## config.mk

```make
export PLATFORM = sky130hd
export DESIGN_NAME = api_frame_deframer_checksum
export DESIGN_NICKNAME = d
export VERILOG_FILES = /design/src/rtl/afd_pkg.sv /design/src/rtl/api_frame_deframer_checksum.sv /design/src/rtl/afd_front.sv /design/src/rtl/afd_queue.sv /design/src/rtl/afd_back.sv
export SDC_FILE = /design/constraint.sdc
export NUM_CORES = 1
export LEC_CHECK = 0
export BUFFER_PORTS_ARGS = -buffer_cell sky130_fd_sc_hd__buf_2
export CORE_UTILIZATION = 55
export CTS_BUF_LIST = sky130_fd_sc_hd__clkbuf_4
export CTS_CLUSTER_SIZE = 16
export DETAILED_ROUTE_END_ITERATION = 8
export PLACE_DENSITY_LB_ADDON = 0.2
export SYNTH_ARGS = -nofsm -noshare
export SYNTH_HDL_FRONTEND = slang
export SYNTH_SLANG_ARGS = --single-unit
```

## constraint.sdc

```tcl
create_clock -name aclk -period 20.7 [get_ports aclk]
set_input_delay 4.14 -clock aclk [delete_from_list [all_inputs] [get_ports aclk]]
set_output_delay 4.14 -clock aclk [all_outputs]
set_load 0.02 [all_outputs]
```

## src/rtl/afd_pkg.sv

```systemverilog
// Package for the frame deframer: the queue item type, parser phases and constants.
// Used by every module of the block; depends on nothing.
package afd_pkg;

    localparam int BUFFER_BYTES = 128;
    localparam int IO_BYTE_POS  = 17;

    localparam logic [7:0] DELIM_BYTE = 8'h7E;
    localparam logic [7:0] SUM_GOOD   = 8'hFF;
    localparam logic [7:0] TYPE_IO    = 8'h82;
    localparam logic [7:0] IO_ON      = 8'h01;

    localparam logic [1:0] CFG_QUIET_TIMEOUT = 2'd0;
    localparam logic [1:0] CFG_LINK_WORRY    = 2'd1;

    typedef enum logic [1:0] {
        PH_SEEK = 2'd0,
        PH_SIZE = 2'd1,
        PH_DATA = 2'd2,
        PH_CKSM = 2'd3
    } phase_t;

    // One classified request as it waits between front and back end.
    typedef struct packed {
        logic        is_byte;
        logic [7:0]  rx_byte;
        logic [31:0] now_ms;
        logic        gap;
        logic        is_delim;
        logic        is_type;
        logic        is_one;
        logic        now_lt_worry;
    } afd_item_t;

endpackage

```

## src/rtl/api_frame_deframer_checksum.sv

```systemverilog
// Top level of the delimiter, length and checksum frame deframer with link watchdog.
// Depends on afd_pkg, afd_front, afd_queue and afd_back.
//
// Each request on the slave stream is either a received serial byte (s_tuser low) or a
// status query (s_tuser high); both carry a millisecond timestamp. Frames open with 0x7E,
// carry a big-endian 16-bit length, that many data bytes (at least one) and a checksum
// byte; the 8-bit sum of data and checksum equal to 0xFF marks a good frame. A byte that
// arrives after a quiet gap of quiet_timeout_ms or more, or once the frame has run past
// the buffer size, restarts the hunt for the delimiter. Every request yields exactly one
// result, which reports frame_good, frame_bad, alarm_ack (a good frame of type 0x82 whose
// input byte inside the same frame is 0x01) and link_up. The block takes one request per
// clock cycle in steady flow; an accepted request passes through the queue and then the
// output register before m_tvalid rises with its result.
// The rate is set by the parser update in the back end, which settles one byte per cycle.
// A small queue between the classifying front end and the parser, and the output register,
// let either stream side stall without stopping the other for QUEUE_DEPTH requests.
// Configuration writes are always taken and are meant to happen only while the block is idle.
module api_frame_deframer_checksum #(
    parameter int QUEUE_DEPTH = 2
) (
    input  logic        aclk,
    input  logic        aresetn,
    input  logic        s_tvalid,
    output logic        s_tready,
    input  logic [39:0] s_tdata,    // rx_byte [7:0], now_ms [39:8]
    input  logic        s_tuser,    // req_type [0]
    output logic        m_tvalid,
    input  logic        m_tready,
    output logic [7:0]  m_tdata,    // frame_good [0], frame_bad [1], alarm_ack [2],
                                    // link_up [3], zero [7:4]
    input  logic        cfg_valid,
    output logic        cfg_ready,
    input  logic [1:0]  cfg_index,
    input  logic [31:0] cfg_data
);

    logic [15:0] quiet_timeout_reg;
    logic [31:0] link_worry_reg;
    logic        push;
    logic        pop;
    logic        item_valid;
    logic [3:0]  result;
    afd_pkg::afd_item_t push_item;
    afd_pkg::afd_item_t pop_item;

    // Writes are taken in every cycle; indexes beyond the register list are ignored.
    assign cfg_ready = 1'b1;

    always_ff @(posedge aclk) begin
        if (!aresetn) begin
            quiet_timeout_reg <= 16'd10;
            link_worry_reg    <= 32'd150000;
        end else if (cfg_valid && cfg_ready) begin
            if (cfg_index == afd_pkg::CFG_QUIET_TIMEOUT) begin
                quiet_timeout_reg <= cfg_data[15:0];
            end
            if (cfg_index == afd_pkg::CFG_LINK_WORRY) begin
                link_worry_reg <= cfg_data;
            end
        end
    end

    // The front end owns the byte clock, so the quiet gap is known before queueing.
    afd_front u_front (
        .aclk             (aclk),
        .aresetn          (aresetn),
        .in_valid         (s_tvalid),
        .queue_ready      (s_tready),
        .req_type         (s_tuser),
        .rx_byte          (s_tdata[7:0]),
        .now_ms           (s_tdata[39:8]),
        .quiet_timeout_ms (quiet_timeout_reg),
        .link_worry_ms    (link_worry_reg),
        .push             (push),
        .item             (push_item)
    );

    afd_queue #(
        .DEPTH (QUEUE_DEPTH)
    ) u_queue (
        .aclk       (aclk),
        .aresetn    (aresetn),
        .push       (push),
        .push_item  (push_item),
        .push_ready (s_tready),
        .pop        (pop),
        .pop_valid  (item_valid),
        .pop_item   (pop_item)
    );

    // The back end runs the parser and holds the result until the master side takes it.
    afd_back u_back (
        .aclk          (aclk),
        .aresetn       (aresetn),
        .item_valid    (item_valid),
        .item          (pop_item),
        .pop           (pop),
        .link_worry_ms (link_worry_reg),
        .out_valid     (m_tvalid),
        .out_ready     (m_tready),
        .out_data      (result)
    );

    assign m_tdata = {4'd0, result};

endmodule

```

## src/rtl/afd_front.sv

```systemverilog
// Front end: accepts requests, tracks the time of the last byte and classifies each request.
// Depends on afd_pkg.
module afd_front (
    input  logic                aclk,
    input  logic                aresetn,
    input  logic                in_valid,
    input  logic                queue_ready,
    input  logic                req_type,
    input  logic [7:0]          rx_byte,
    input  logic [31:0]         now_ms,
    input  logic [15:0]         quiet_timeout_ms,
    input  logic [31:0]         link_worry_ms,
    output logic                push,
    output afd_pkg::afd_item_t  item
);

    logic [31:0] last_byte_time_reg;
    logic [31:0] last_byte_time_next;
    logic [31:0] gap_ms;

    assign push   = in_valid && queue_ready;
    assign gap_ms = now_ms - last_byte_time_reg;

    always_comb begin
        item.is_byte      = !req_type;
        item.rx_byte      = rx_byte;
        item.now_ms       = now_ms;
        item.gap          = gap_ms >= {16'd0, quiet_timeout_ms};
        item.is_delim     = rx_byte == afd_pkg::DELIM_BYTE;
        item.is_type      = rx_byte == afd_pkg::TYPE_IO;
        item.is_one       = rx_byte == afd_pkg::IO_ON;
        item.now_lt_worry = now_ms < link_worry_ms;
    end

    // Status queries leave the byte clock alone.
    always_comb begin
        last_byte_time_next = last_byte_time_reg;
        if (push && !req_type) begin
            last_byte_time_next = now_ms;
        end
    end

    always_ff @(posedge aclk) begin
        if (!aresetn) begin
            last_byte_time_reg <= 32'd0;
        end else begin
            last_byte_time_reg <= last_byte_time_next;
        end
    end

endmodule

```

## src/rtl/afd_queue.sv

```systemverilog
// Short first-in first-out queue of classified requests between front and back end.
// Depends on afd_pkg for the item type.
module afd_queue #(
    parameter int DEPTH = 2
) (
    input  logic                aclk,
    input  logic                aresetn,
    input  logic                push,
    input  afd_pkg::afd_item_t  push_item,
    output logic                push_ready,
    input  logic                pop,
    output logic                pop_valid,
    output afd_pkg::afd_item_t  pop_item
);

    localparam int PTR_W = (DEPTH > 1) ? $clog2(DEPTH) : 1;
    localparam int CNT_W = $clog2(DEPTH + 1);

    afd_pkg::afd_item_t mem_reg [DEPTH];
    logic [PTR_W-1:0]   wr_ptr_reg, wr_ptr_next;
    logic [PTR_W-1:0]   rd_ptr_reg, rd_ptr_next;
    logic [CNT_W-1:0]   count_reg, count_next;

    assign push_ready = count_reg != CNT_W'(DEPTH);
    assign pop_valid  = count_reg != '0;
    assign pop_item   = mem_reg[rd_ptr_reg];

    always_comb begin
        wr_ptr_next = wr_ptr_reg;
        rd_ptr_next = rd_ptr_reg;
        count_next  = count_reg;
        if (push) begin
            wr_ptr_next = (wr_ptr_reg == PTR_W'(DEPTH - 1)) ? '0 : wr_ptr_reg + 1'b1;
        end
        if (pop) begin
            rd_ptr_next = (rd_ptr_reg == PTR_W'(DEPTH - 1)) ? '0 : rd_ptr_reg + 1'b1;
        end
        if (push && !pop) begin
            count_next = count_reg + 1'b1;
        end else if (pop && !push) begin
            count_next = count_reg - 1'b1;
        end
    end

    always_ff @(posedge aclk) begin
        if (!aresetn) begin
            wr_ptr_reg <= '0;
            rd_ptr_reg <= '0;
            count_reg  <= '0;
        end else begin
            wr_ptr_reg <= wr_ptr_next;
            rd_ptr_reg <= rd_ptr_next;
            count_reg  <= count_next;
        end
    end

    always_ff @(posedge aclk) begin
        if (push) begin
            mem_reg[wr_ptr_reg] <= push_item;
        end
    end

`ifndef SYNTHESIS
    a_pop_needs_entry: assert property (@(posedge aclk) disable iff (!aresetn)
        pop |-> count_reg != '0)
        else $error("queue popped while empty");
`endif

endmodule

```

## src/rtl/afd_back.sv

```systemverilog
// Back end: frame parser state machine, checksum, alarm and link watchdog, output register.
// Depends on afd_pkg.
module afd_back (
    input  logic                aclk,
    input  logic                aresetn,
    input  logic                item_valid,
    input  afd_pkg::afd_item_t  item,
    output logic                pop,
    input  logic [31:0]         link_worry_ms,
    output logic                out_valid,
    input  logic                out_ready,
    output logic [3:0]          out_data
);

    afd_pkg::phase_t phase_reg, phase_next, ph_eff;
    logic [7:0]  byte_pos_reg, byte_pos_next, pos;
    logic [15:0] frame_len_reg, frame_len_next;
    logic [7:0]  len_high_reg, len_high_next;
    logic [7:0]  running_sum_reg, running_sum_next;
    logic        type_match_reg, type_match_next;
    logic        io_active_reg, io_active_next;
    logic [31:0] last_good_reg, last_good_next;
    logic        out_valid_reg;
    logic [3:0]  out_data_reg, out_data_next;
    logic        fire, restart, data_end, good, bad, ack, link_up;
    logic [7:0]  sum_add;
    logic [31:0] link_limit;

    assign pop       = item_valid && (!out_valid_reg || out_ready);
    assign fire      = pop && item.is_byte;
    assign restart   = item.gap || (byte_pos_reg >= 8'(afd_pkg::BUFFER_BYTES));
    assign ph_eff    = restart ? afd_pkg::PH_SEEK : phase_reg;
    assign pos       = restart ? 8'd0 : byte_pos_reg;
    assign data_end  = ({8'd0, pos} - 16'd2) >= frame_len_reg;
    assign sum_add   = running_sum_reg + item.rx_byte;
    assign out_valid = out_valid_reg;
    assign out_data  = out_data_reg;

    always_comb begin
        phase_next = phase_reg;
        if (fire) begin
            unique case (ph_eff)
                afd_pkg::PH_SEEK: phase_next = item.is_delim ? afd_pkg::PH_SIZE : afd_pkg::PH_SEEK;
                afd_pkg::PH_SIZE: phase_next = (pos >= 8'd2) ? afd_pkg::PH_DATA : afd_pkg::PH_SIZE;
                afd_pkg::PH_DATA: phase_next = data_end ? afd_pkg::PH_CKSM : afd_pkg::PH_DATA;
                afd_pkg::PH_CKSM: phase_next = afd_pkg::PH_SEEK;
            endcase
        end
    end

    always_comb begin
        byte_pos_next    = byte_pos_reg;
        frame_len_next   = frame_len_reg;
        len_high_next    = len_high_reg;
        running_sum_next = running_sum_reg;
        type_match_next  = type_match_reg;
        io_active_next   = io_active_reg;
        last_good_next   = last_good_reg;
        good = 1'b0;
        bad  = 1'b0;
        ack  = 1'b0;
        if (fire) begin
            byte_pos_next = pos + 8'd1;
            if (pos == 8'(afd_pkg::IO_BYTE_POS) &&
                (ph_eff == afd_pkg::PH_DATA || ph_eff == afd_pkg::PH_CKSM)) begin
                io_active_next = item.is_one;
            end
            unique case (ph_eff)
                afd_pkg::PH_SEEK: begin
                    if (item.is_delim) begin
                        byte_pos_next    = 8'd1;
                        running_sum_next = 8'd0;
                        type_match_next  = 1'b0;
                        io_active_next   = 1'b0;
                    end else begin
                        byte_pos_next = 8'd0;
                    end
                end
                afd_pkg::PH_SIZE: begin
                    if (pos >= 8'd2) begin
                        frame_len_next = {len_high_reg, item.rx_byte};
                    end else begin
                        len_high_next = item.rx_byte;
                    end
                end
                afd_pkg::PH_DATA: begin
                    running_sum_next = sum_add;
                    if (pos == 8'd3) begin
                        type_match_next = item.is_type;
                    end
                end
                afd_pkg::PH_CKSM: begin
                    running_sum_next = sum_add;
                    byte_pos_next    = 8'd0;
                    if (sum_add == afd_pkg::SUM_GOOD) begin
                        good           = 1'b1;
                        last_good_next = item.now_ms;
                        ack            = type_match_reg && io_active_next;
                    end else begin
                        bad = 1'b1;
                    end
                end
            endcase
        end
        link_limit    = last_good_next + link_worry_ms;
        link_up       = item.now_lt_worry || (link_limit > item.now_ms);
        out_data_next = {link_up, ack, bad, good};
    end

    always_ff @(posedge aclk) begin
        if (!aresetn) begin
            phase_reg       <= afd_pkg::PH_SEEK;
            byte_pos_reg    <= 8'd0;
            frame_len_reg   <= 16'd0;
            len_high_reg    <= 8'd0;
            running_sum_reg <= 8'd0;
            type_match_reg  <= 1'b0;
            io_active_reg   <= 1'b0;
            last_good_reg   <= 32'd0;
            out_valid_reg   <= 1'b0;
        end else begin
            phase_reg       <= phase_next;
            byte_pos_reg    <= byte_pos_next;
            frame_len_reg   <= frame_len_next;
            len_high_reg    <= len_high_next;
            running_sum_reg <= running_sum_next;
            type_match_reg  <= type_match_next;
            io_active_reg   <= io_active_next;
            last_good_reg   <= last_good_next;
            if (pop) begin
                out_valid_reg <= 1'b1;
            end else if (out_ready) begin
                out_valid_reg <= 1'b0;
            end
        end
    end

    always_ff @(posedge aclk) begin
        if (pop) begin
            out_data_reg <= out_data_next;
        end
    end

`ifndef SYNTHESIS
    a_seek_pos_zero: assert property (@(posedge aclk) disable iff (!aresetn)
        (phase_reg == afd_pkg::PH_SEEK) == (byte_pos_reg == 8'd0))
        else $error("byte position out of step with parser phase");

    a_ack_only_good: assert property (@(posedge aclk) disable iff (!aresetn)
        (out_valid_reg && out_data_reg[2]) |-> (out_data_reg[0] && !out_data_reg[1]))
        else $error("alarm acknowledge without a good frame");

    a_good_time: assert property (@(posedge aclk) disable iff (!aresetn)
        (fire && ph_eff == afd_pkg::PH_CKSM && good) |=>
        (last_good_reg == $past(item.now_ms) && phase_reg == afd_pkg::PH_SEEK))
        else $error("good frame did not record its time or restart the hunt");
`endif

endmodule

```

==> flow_summary.ini <==
[synthesis]
ys_seq_elements = 258
ys_types = 82
synth_async_sr_flop_share = 0
synthesis.area_mm2 = 0.01586
seq_area_frac_synth = 0.3862
synth_cells = 1713
synth.avg_cell_area_um2 = 9.260
synth-edff-count = 96
yosysWarningCount = 0
synth_top_flop_cell = dfxtp_1

[place]
port_buffers = 85
gp_congestion = 0.9008
placed_cells_incl_taps = 2120
dp_hpwl_um = 26780

[worst_setup_path]
required_ns = 21.10
worstPathMaxFanout = 62
crit_arrival_ns = 10.05
criticalPathCategory = input port to flip-flop
cpPeakStageDelay_ns = 0.52
slowest_stage = o311ai_0
critical_path.startpoint_type = input port
cp-end-kind = flip-flop
cp_cell_sequence = buf_2, nor2b_1, or2_2, nor2_1, buf_4, nand4_1, buf_4, o21ai_0, fa_1, a211oi_1, o311ai_1, a21o_1, a31oi_1, o21ai_1, o311ai_0, a2111oi_0, o21ai_0, mux2i_1, o211ai_1, ha_1, nand4_1, or2_2, nor4_1, o21ai_0
critPathLaunch = m_tready
crit_top_cell = o21ai_0

[final_layout]
final_util = 0.6235
largest_register_ffs = 92
drive_above_1_share = 0.1361
layout_common_cells = 242 x nand2_1, 175 x ha_1, 161 x dfxtp_1, 121 x inv_1, 110 x clkbuf_4
fillers = 2445
areaGrowthSynthToFinish_pct = 10.40
fin_cells = 2260
seqCellArea_mm2 = 0.006127
multi_input_area_mm2 = 0.008980
final_common_cell = nand2_1
nNetsFinal = 2077

[timing]
tns_ns = 0
maxSlewViolCount = 0
tightest_slew_ns = 1.142
hold_slack_ns = 0.4634
rsz0062_at_grt = false
clock.fmax_ghz = 0.1036
min_period_over_period = 0.4661
setup_viol = 0
hold_viol = 0
min_period_ns = 9.648
finClkSkew_ns = 0.06666
relSlewSlack = 0.2357

[drt]
vias = 12610
first_pass_iters = 6
drt_iter0_drc = 886
via_per_inst = 5.580
drcViolationCount = 0
totalWireLength_um = 36920
antenna_left = 0
wl_per_cell_um = 16.34

[cts]
clkSinkCount = 258
cts.reportedPaths.clkPinSlew_ns = 0.07
worstSkewPairLatency_ns = 0.71
cts_root_buf = clkbuf_4
clk_path_buf_depth = 3
numCtsBuffers = 75
holdBufCountCts = 0
cts.repair.resized = 0
cts_tree = done
h-tree-depth = 3
post_cts_buffers = 0

[global_route]
grt_max_degree = 93
grt_pass1_vias = 12150
grt-ovfl-total = 0
grt_pass1_wl_um = 59740
track_usage = 0.2573
antenna_found_initial = 2

[power]
ir_worst_vdd_uv = 41.23
leakage_nw = 7.277
combPwrFrac = 0.246
internal_power_mw = 0.9503
p_switching_mw = 0.4449
p_per_area_mw_per_mm2 = 79.67
seqPwrFrac = 0.421
power.share.clock = 0.333
p_sw_frac = 0.3189

[worst_hold_path]
hp-class = flip-flop to flip-flop
worstHoldStart = u_front.last_byte_time_reg[14]$_SDFFE_PN0P_

[floorplanning]
num_rows = 61
die_area_mm2 = 0.02952
coreArea_mm2 = 0.02809
num_io_pins = 91
die_w_um = 171.8
die_h_um = 171.8
initial_utilization = 0.5648

[outcome]
status = finished clean

[flow_run]
cap_viol_max_count = 0
final timing paths:
path                                            endpoint  slack (ns)  cells after the start
max                         u_back.out_data[3]$_DFFE_PP_       11.05                     24
max reg2reg                 u_back.out_data[3]$_DFFE_PP_       12.10                     30
min          u_front.last_byte_time_reg[14]$_SDFFE_PN0P_        0.46                      2
min reg2reg  u_front.last_byte_time_reg[14]$_SDFFE_PN0P_        0.46                      2
worst max-delay path, delay by kind of cell:
family	cells	cell delay (ns)
adder cells (fa/ha/maj)	2	0.80
AO/OA/AOI/OAI	11	2.80
multiplexers	1	0.22
AND/OR/NAND/NOR	7	1.29
buffers and inverters	3	0.77
kinds of logic after synthesis:
family          count (synthesis)  share of synthesized area
simple gates                  509                     0.1566
compound gates                441                     0.1868
flops                         258                     0.3862
buf+inv                       194                    0.04946
fa+ha+maj                     178                     0.1418
mux                            70                    0.04504
xor+xnor                       61                    0.03368
other cells                     2                  0.0004734
Yosys cell counts, types with 8 or more instances:
| library cell | instances | share of area |
|---|---|---|
| a21oi_1 | 87 | 0.027 |
| inv_1 | 121 | 0.029 |
| nand2_1 | 242 | 0.057 |
| nor2b_1 | 38 | 0.015 |
| edfxtp_1 | 96 | 0.18 |
| nand3_1 | 27 | 0.0085 |
| a211oi_1 | 11 | 0.0052 |
| xor2_1 | 22 | 0.012 |
| o21ai_0 | 92 | 0.029 |
| o21a_1 | 16 | 0.0076 |
| mux2_2 | 11 | 0.0078 |
| a21o_1 | 58 | 0.027 |
| o21bai_1 | 12 | 0.0057 |
| nor2_1 | 41 | 0.0097 |
| nor3_1 | 12 | 0.0038 |
| nand4_1 | 33 | 0.013 |
| clkbuf_1 | 56 | 0.013 |
| nand2b_1 | 20 | 0.0079 |
| ha_1 | 175 | 0.14 |
| mux2i_1 | 59 | 0.037 |
| xnor2_1 | 39 | 0.022 |
| and3_1 | 9 | 0.0035 |
| dfxtp_1 | 162 | 0.20 |
| and2_1 | 43 | 0.017 |
| nor4_1 | 8 | 0.0032 |
| a21boi_0 | 78 | 0.037 |
| o211ai_1 | 17 | 0.0080 |
layer usage:
metal	part of all wire	track usage	vias to the layer above
met4	0.022	0.08426	0
met3	0.051	0.04372	74
li1	-	-	6360
met5	0	0	-
met2	0.47	0.4311	342
met1	0.46	0.3358	5834
through the flow:
stage	setup WS (ns)	area, µm²	power, mW
after floorplan	11.49	15870	0.8417
after global placement	10.72	16570	0.9328
after detailed placement	10.46	16570	0.9391
after CTS	11.13	17510	1.412
after global routing	10.58	17510	1.483
final	11.05	17510	1.395
final cells by class:
cell class / instances / share of cell area
clock inverter: 29 / 0.006716
clock buffer: 110 / 0.04715
sequential: 258 / 0.3499
inverter: 121 / 0.02593
multi-input combinational: 1264 / 0.5128
antenna: 1 / 0.0001429
tap: 378 / 0.02701
timing repair buffer: 99 / 0.03044
power by group through the flow:
stage	Clock [mW]	Combinational [mW]	Sequential, mW
finish	0.465	0.343	0.588
CTS	0.480	0.344	0.588
global placement	0	0.336	0.597
floorplan	0	0.241	0.601
detailed placement	0	0.340	0.599
global route	0.509	0.382	0.592
Note: power is estimated with default switching activity, not from simulation.
